File: src/rtl/crf_pkg.sv
package crf_pkg;

  typedef enum logic [1:0] {
    REQ_WRITE = 2'd0,
    REQ_READ  = 2'd1,
    REQ_RAISE = 2'd2,
    REQ_NONE  = 2'd3
  } req_type_e;

  // register offsets
  localparam logic [3:0] OFF_PRA  = 4'd0;
  localparam logic [3:0] OFF_PRB  = 4'd1;
  localparam logic [3:0] OFF_DDRA = 4'd2;
  localparam logic [3:0] OFF_DDRB = 4'd3;
  localparam logic [3:0] OFF_TALO = 4'd4;
  localparam logic [3:0] OFF_TAHI = 4'd5;
  localparam logic [3:0] OFF_TBLO = 4'd6;
  localparam logic [3:0] OFF_TBHI = 4'd7;
  localparam logic [3:0] OFF_ICR  = 4'd13;
  localparam logic [3:0] OFF_CRA  = 4'd14;
  localparam logic [3:0] OFF_CRB  = 4'd15;

  localparam logic [7:0] READ_IDLE = 8'hff;
  localparam int unsigned ICR_SET_BIT = 7;

  typedef struct packed {
    req_type_e  req_type;
    logic [3:0] reg_offset;
    logic [7:0] write_data;
    logic [2:0] flag_bit;
    logic [7:0] port_a_pins;
    logic [7:0] port_b_pins;
  } req_t;

  typedef struct packed {
    logic [7:0] read_data;
    logic       port_b_changed;
    logic       bad_offset;
  } rsp_t;

endpackage

File: src/rtl/crf_regs.sv
module crf_regs (
  input  logic          clk,
  input  logic          rst,
  input  logic          fire,
  input  crf_pkg::req_t req,
  input  logic          unit_is_second,
  output crf_pkg::rsp_t rsp
);
  import crf_pkg::*;

  logic [7:0]  port_a_latch, port_a_latch_next;
  logic [7:0]  port_b_latch, port_b_latch_next;
  logic [7:0]  dir_a, dir_a_next;
  logic [7:0]  dir_b, dir_b_next;
  logic [15:0] timer_a_reload, timer_a_reload_next;
  logic [15:0] timer_b_reload, timer_b_reload_next;
  logic [6:0]  irq_mask, irq_mask_next;
  logic [7:0]  irq_flags, irq_flags_next;
  logic [7:0]  ctrl_a, ctrl_a_next;
  logic [7:0]  ctrl_b, ctrl_b_next;

  logic       known;
  logic [7:0] rd_val;
  logic       is_wr;
  logic       is_rd;

  always_comb begin
    port_a_latch_next   = port_a_latch;
    port_b_latch_next   = port_b_latch;
    dir_a_next          = dir_a;
    dir_b_next          = dir_b;
    timer_a_reload_next = timer_a_reload;
    timer_b_reload_next = timer_b_reload;
    irq_mask_next       = irq_mask;
    irq_flags_next      = irq_flags;
    ctrl_a_next         = ctrl_a;
    ctrl_b_next         = ctrl_b;
    known               = 1'b1;
    rd_val              = READ_IDLE;
    is_wr               = (req.req_type == REQ_WRITE);
    is_rd               = (req.req_type == REQ_READ);

    unique case (req.reg_offset)
      OFF_PRA: begin
        rd_val = (req.port_a_pins & ~dir_a) | (port_a_latch & dir_a);
        if (is_wr) port_a_latch_next = req.write_data;
      end
      OFF_PRB: begin
        rd_val = (req.port_b_pins & ~dir_b) | (port_b_latch & dir_b);
        if (is_wr) port_b_latch_next = req.write_data;
      end
      OFF_DDRA: begin
        rd_val = dir_a;
        if (is_wr) dir_a_next = req.write_data;
      end
      OFF_DDRB: begin
        rd_val = dir_b;
        if (is_wr) dir_b_next = req.write_data;
      end
      OFF_TALO: begin
        rd_val = timer_a_reload[7:0];
        if (is_wr) timer_a_reload_next = {timer_a_reload[15:8], req.write_data};
      end
      OFF_TAHI: begin
        rd_val = timer_a_reload[15:8];
        if (is_wr) timer_a_reload_next = {req.write_data, timer_a_reload[7:0]};
      end
      OFF_TBLO: begin
        rd_val = timer_b_reload[7:0];
        if (is_wr) timer_b_reload_next = {timer_b_reload[15:8], req.write_data};
      end
      OFF_TBHI: begin
        rd_val = timer_b_reload[15:8];
        if (is_wr) timer_b_reload_next = {req.write_data, timer_b_reload[7:0]};
      end
      OFF_ICR: begin
        rd_val = irq_flags;
        // read clears flags
        if (is_rd) irq_flags_next = '0;
        if (is_wr) begin
          if (req.write_data[ICR_SET_BIT]) begin
            irq_mask_next = irq_mask | req.write_data[6:0];
          end else begin
            irq_mask_next = irq_mask & ~req.write_data[6:0];
          end
        end
      end
      OFF_CRA: begin
        rd_val = ctrl_a;
        if (is_wr) ctrl_a_next = req.write_data;
      end
      OFF_CRB: begin
        rd_val = ctrl_b;
        if (is_wr) ctrl_b_next = req.write_data;
      end
      default: begin
        known = 1'b0;
      end
    endcase

    if (req.req_type == REQ_RAISE) begin
      irq_flags_next = irq_flags | (8'h01 << req.flag_bit);
    end

    rsp.read_data      = is_rd ? rd_val : READ_IDLE;
    rsp.port_b_changed = is_wr && (req.reg_offset == OFF_PRB) && unit_is_second;
    rsp.bad_offset     = (is_wr || is_rd) && !known;
  end

  always_ff @(posedge clk) begin
    if (rst) begin
      port_a_latch   <= '0;
      port_b_latch   <= '0;
      dir_a          <= '0;
      dir_b          <= '0;
      timer_a_reload <= '0;
      timer_b_reload <= '0;
      irq_mask       <= '0;
      irq_flags      <= '0;
      ctrl_a         <= '0;
      ctrl_b         <= '0;
    end else if (fire) begin
      port_a_latch   <= port_a_latch_next;
      port_b_latch   <= port_b_latch_next;
      dir_a          <= dir_a_next;
      dir_b          <= dir_b_next;
      timer_a_reload <= timer_a_reload_next;
      timer_b_reload <= timer_b_reload_next;
      irq_mask       <= irq_mask_next;
      irq_flags      <= irq_flags_next;
      ctrl_a         <= ctrl_a_next;
      ctrl_b         <= ctrl_b_next;
    end
  end

`ifndef NO_ASSERTIONS
  a_icr_read_clears: assert property (@(posedge clk) disable iff (rst)
    (fire && is_rd && req.reg_offset == OFF_ICR) |=> (irq_flags == 8'h00))
    else $error("icr read did not clear flags");

  a_idle_holds_state: assert property (@(posedge clk) disable iff (rst)
    !fire |=> ($stable(irq_flags) && $stable(irq_mask) && $stable(port_b_latch)))
    else $error("state changed without a request");

  a_raise_sets_flag: assert property (@(posedge clk) disable iff (rst)
    (fire && req.req_type == REQ_RAISE) |=> (irq_flags[$past(req.flag_bit)] == 1'b1))
    else $error("raised flag not set");
`endif

endmodule

File: src/rtl/cia_register_file_unit.sv
// cia register file: an accepted request is loaded into the input register, then
// processed and captured in the result register; throughput one request per cycle
// unless a stalled result blocks it; the input register feeds the result register
// whenever the result register is empty or being taken the same cycle
// reset: synchronous active-high rst clears the port latches, direction masks, timer
// reloads, irq mask and flags, control registers, unit_is_second and both valid bits
module cia_register_file_unit (
  input  logic          clk,
  input  logic          rst,
  // request channel
  input  logic          req_valid,
  output logic          req_stall,
  input  crf_pkg::req_t req,
  // result channel
  output logic          rsp_valid,
  input  logic          rsp_stall,
  output crf_pkg::rsp_t rsp,
  // configuration write channel
  input  logic          cfg_valid,
  output logic          cfg_ready,
  input  logic          cfg_data
);
  import crf_pkg::*;

  // configuration register
  logic unit_is_second;

  // input register stage
  logic s1_valid, s1_valid_next;
  req_t s1_req;

  // result register stage
  logic rsp_valid_next;
  rsp_t rsp_calc;

  logic accept;
  logic advance;

  // input register moves into the result register when that slot is free or draining
  assign advance   = s1_valid && (!rsp_valid || !rsp_stall);
  // only stall when the input register is full and cannot move on
  assign req_stall = s1_valid && !advance;
  assign accept    = req_valid && !req_stall;
  assign cfg_ready = 1'b1;

  always_ff @(posedge clk) begin
    if (rst) begin
      unit_is_second <= 1'b0;
    end else if (cfg_valid && cfg_ready) begin
      unit_is_second <= cfg_data;
    end
  end

  always_comb begin
    s1_valid_next = s1_valid;
    if (accept) begin
      s1_valid_next = 1'b1;
    end else if (advance) begin
      s1_valid_next = 1'b0;
    end
  end

  always_comb begin
    rsp_valid_next = rsp_valid;
    if (advance) begin
      rsp_valid_next = 1'b1;
    end else if (rsp_valid && !rsp_stall) begin
      rsp_valid_next = 1'b0;
    end
  end

  always_ff @(posedge clk) begin
    if (rst) begin
      s1_valid  <= 1'b0;
      rsp_valid <= 1'b0;
    end else begin
      s1_valid  <= s1_valid_next;
      rsp_valid <= rsp_valid_next;
    end
  end

  // payload registers, no reset
  always_ff @(posedge clk) begin
    if (accept) begin
      s1_req <= req;
    end
    if (advance) begin
      rsp <= rsp_calc;
    end
  end

  // register bank: decode, read mux and state update, committed on advance
  crf_regs u_regs (
    .clk            (clk),
    .rst            (rst),
    .fire           (advance),
    .req            (s1_req),
    .unit_is_second (unit_is_second),
    .rsp            (rsp_calc)
  );

`ifndef NO_ASSERTIONS
  a_stall_cause: assert property (@(posedge clk) disable iff (rst)
    req_stall |-> (s1_valid && rsp_valid && rsp_stall))
    else $error("request stalled without a blocked result");

  a_advance_fills: assert property (@(posedge clk) disable iff (rst)
    advance |=> rsp_valid)
    else $error("result register not filled after advance");

  a_accept_fills: assert property (@(posedge clk) disable iff (rst)
    accept |=> s1_valid)
    else $error("input register not filled after accept");

  a_flags_exclusive: assert property (@(posedge clk) disable iff (rst)
    rsp_valid |-> !(rsp.port_b_changed && rsp.bad_offset))
    else $error("change strobe on an unimplemented offset");
`endif

endmodule

File: config.mk
export PLATFORM = sky130hd
export DESIGN_NAME = cia_register_file_unit
export DESIGN_NICKNAME = d
export VERILOG_FILES = /design/src/rtl/crf_pkg.sv /design/src/rtl/crf_regs.sv /design/src/rtl/cia_register_file_unit.sv
export SDC_FILE = /design/constraint.sdc
export NUM_CORES = 1
export LEC_CHECK = 0
export ABC_AREA = 1
export BUFFER_PORTS_ARGS = -buffer_cell sky130_fd_sc_hd__buf_2
export CORE_MARGIN = 5
export CORE_UTILIZATION = 53
export CTS_CLUSTER_SIZE = 16
export DETAILED_ROUTE_END_ITERATION = 12
export GPL_ROUTABILITY_DRIVEN = 0
export PLACE_DENSITY_LB_ADDON = 0.08
export RECOVER_POWER = 100
export SLEW_MARGIN = 0
export SYNTH_ARGS = -nofsm -noshare
export SYNTH_HDL_FRONTEND = slang
export SYNTH_SLANG_ARGS = --single-unit
File: constraint.sdc
create_clock -name clk -period 1.77 [get_ports clk]
set_clock_uncertainty 0.15 [all_clocks]
set_input_delay 0.0885 -clock clk [delete_from_list [all_inputs] [get_ports clk]]
set_output_delay 0.0885 -clock clk [all_outputs]
set_load 0.1 [all_outputs]
==> results.py <==
metrics = {
    "final_layout": {
        "area.sequential_sq_um": 3120,
        "fin_area_sq_um": 7650,
        "multi_input_area_sq_um": 2530,
        "area_growth_pct": 31.1,
        "n_antenna_cell": 0,
        "drive_gt1_frac": 0.195,
        "finalNetCount": 935,
        "n_fill_cell": 879,
        "final_cells": 1046,
    },
    "synthesis": {
        "synth_cell_types": 24,
        "synth_area_leaders": "dfxtp_1, edfxtp_1, nor2_1",
        "syn-mean-instance-area_sq_um": 7.66,
        "synth_edf_count": 43,
        "synth_common_cells": "nor2_1, nand2_1, dfxtp_1",
        "synthFlopType": "dfxtp_1",
        "ys_warn_count": 0,
        "synth_nets": 804,
        "synth.most_common_cell": "nor2_1",
        "synth_top_area_share": 0.312,
        "async_reset_ff_frac": 0,
        "netlist_area_sq_um": 5840,
        "synth_cells": 762,
        "ys_seq_area_frac": 0.533,
        "yosysTopAreaCell": "dfxtp_1",
        "ys_seq_elements": 134,
    },
    "floorplan": {
        "io_pins": 52,
        "core.rowCount": 38,
        "die_area_sq_um": 13200,
        "core-area_sq_um": 10800,
        "die_width_um": 115,
        "start_util": 0.538,
        "die_y_um": 115,
    },
    "worst_setup_path": {
        "worst_setup_path_end_kind": "register",
        "r2r_start": "s1_req[28]$_DFFE_PP_",
        "cp.arrival_ns": 1.90,
        "cp_slowest_stage_delay_ns": 0.45,
        "cp_num_buf_inv": 2,
        "crit_type": "reg2reg",
        "cp.depth": 8,
        "crit_required_ns": 1.90,
        "start_kind": "register",
        "critPathTopFamily": "simple AND/OR/NAND/NOR gates",
        "cp_common_cell": "nand2_1",
        "ff2ff_path_depth": 8,
        "critPathSlowestCell": "edfxtp_1",
        "r2r_slack_ns": 0.003,
        "cp_cell_sequence": "inv_2, nand2_1, nor2_4, buf_4, nand2_1, nand3_1, nor2_2, nand2_1",
        "r2r-end": "rsp[6]$_SDFFCE_PN1P_",
        "critical_path.max_fanout": 8,
    },
    "timing": {
        "setup_violations": 0,
        "max_freq_mhz": 566,
        "worst_slew_pin_slew_ns": 0.634,
        "setup-tns-final_ns": 0,
        "max-slew-margin-rel": 0.577,
        "hold_viol": 0,
        "fin_crit_sh": 0.998,
        "finalCriticalPeriod_ns": 1.77,
        "final_max_slew_viol_count": 0,
        "rsz0062_at_grt": "true",
    },
    "pwr": {
        "leakagePower_nw": 3.31,
        "pwr_density_cell_nw_per_um2": 920,
        "ir_drop_mv": 0.883,
    },
    "placed_design": {
        "port_buffers": 50,
        "dpl.hpwl_um": 10500,
        "placed_area_sq_um": 6470,
        "placedCellCount": 956,
    },
    "hold_path": {
        "holdPathEnd": "s1_req[17]$_DFFE_PP_",
        "hold_depth": 2,
        "holdCritStartpoint": "req[17]",
        "hp-class": "in2reg",
    },
    "run": {
        "max_cap_viol_count": 0,
    },
    "global_routing": {
        "antenna_found_initial": 0,
        "grt_max_degree": 83,
        "grt_pass1_vias": 5179,
        "grt_pass1_wl_um": 25900,
        "grt_overflow": 0,
        "track_usage": 0.255,
    },
    "drt": {
        "wl_per_cell_um": 15.6,
        "drc": 0,
        "via_per_inst": 5.24,
        "dr.pass1.iters": 6,
        "num_vias": 5485,
        "ant_nets": 0,
        "routed_wl_um": 16300,
        "dr.first_iter.drc_count": 567,
    },
    "clocking": {
        "cts_max_level": 4,
        "clock-root-buffer": "clkbuf_8",
        "cts_num_sinks": 134,
        "clk_pin_slew_ns": 0.06,
        "cts_buffers": 17,
        "clk_latency_ns": 0.53,
        "clock_path_buffers": 2,
        "tritoncts": "done",
    },
    "outcome": {
        "status": "complete, no violations",
    },
}
registers in the layout, indices dropped and copies added, names as in the netlist:
| signal | cells |
|---|---|
| s1_req | 33 |
| u_regs.timer_a_reload | 16 |
| u_regs.timer_b_reload | 16 |
| rsp | 10 |
| u_regs.ctrl_a | 8 |
| u_regs.ctrl_b | 8 |
| u_regs.dir_a | 8 |
| u_regs.dir_b | 8 |
| u_regs.irq_flags | 8 |
| u_regs.port_a_latch | 8 |
| u_regs.port_b_latch | 8 |
| rsp_valid | 1 |
| s1_valid | 1 |
| unit_is_second | 1 |
cell families after synthesis:
family | synth area share
buffers and inverters | 0.0581
flip-flops | 0.533
AO/OA/AOI/OAI | 0.0825
other | 0.000642
adder cells (fa/ha/maj) | 0.00643
AND/OR/NAND/NOR | 0.319
power by group:
part	total [mW]	switching (mW)	internal (mW)
Combinational	0.588	0.362	0.226
Clock	3.12	1.28	1.84
Sequential	3.33	0.0814	3.25
Total	7.04	1.73	5.31
how the worst max path moves through the flow:
stage / from / slack, ns / endpoint
floorplan: rsp_valid$_SDFFE_PP0P_ / -0.55 / s1_req[0]$_DFFE_PP_
CTS: s1_req[27]$_DFFE_PP_ / -0.003 / rsp[5]$_SDFFCE_PN1P_
detailed placement: s1_req[28]$_DFFE_PP_ / -0.15 / rsp[5]$_SDFFCE_PN1P_
finish: s1_req[28]$_DFFE_PP_ / 0.003 / rsp[6]$_SDFFCE_PN1P_
global route: s1_req[27]$_DFFE_PP_ / -0.05 / rsp[4]$_SDFFCE_PN1P_
global placement: s1_req[28]$_DFFE_PP_ / -0.09 / rsp[9]$_SDFFCE_PN1P_
per-layer routing:
layer,track usage,share of wire
met1,0.321,0.43
met2,0.415,0.49
met3,0.0700,0.060
met4,0.108,0.026
met5,0,0
area by class of cell:
type / count / area share
clock buffers: 21 / 0.0561
clock inverters: 11 / 0.0113
inverters: 62 / 0.0329
multi-input cells: 544 / 0.331
flip-flops and latches: 134 / 0.407
well taps: 140 / 0.0229
repair buffers: 134 / 0.139
through the flow:
step,hold slack [ns],setup WS [ns],total power [mW],util
CTS,0.0970,-0.00284,7.02,0.688
global placement,0.115,-0.0886,3.85,0.596
detailed placement,0.117,-0.146,3.86,0.596
global route,0.106,-0.0540,7.30,0.706
finish,0.119,0.00291,7.04,0.706
floorplan,-0.00214,-0.547,3.67,-
repair_timing:
item	in CTS	in global routing
gates cloned	0	3
setup buffers	5	10
resized for setup	10	46
setup endpoints to repair	31	88
pin swaps	1	12
hold buffers	40	0
hold endpoints to repair	46	0
cell usage in the layout, fill, tap and decap left out, drive strengths merged, types with 4 or more instances in the layout:
master	synthesis	final
dlygate4sd3	0	40
a21oi	12	12
nand3	65	65
buf	15	82
clkinvlp	0	4
edfxtp	43	43
clkbuf	9	32
nor2	188	190
o21ai	82	82
inv	61	61
dfxtp	91	91
nand2	174	174
nor3	16	16
clkinv	1	7
(Power assumes the default switching activity.)
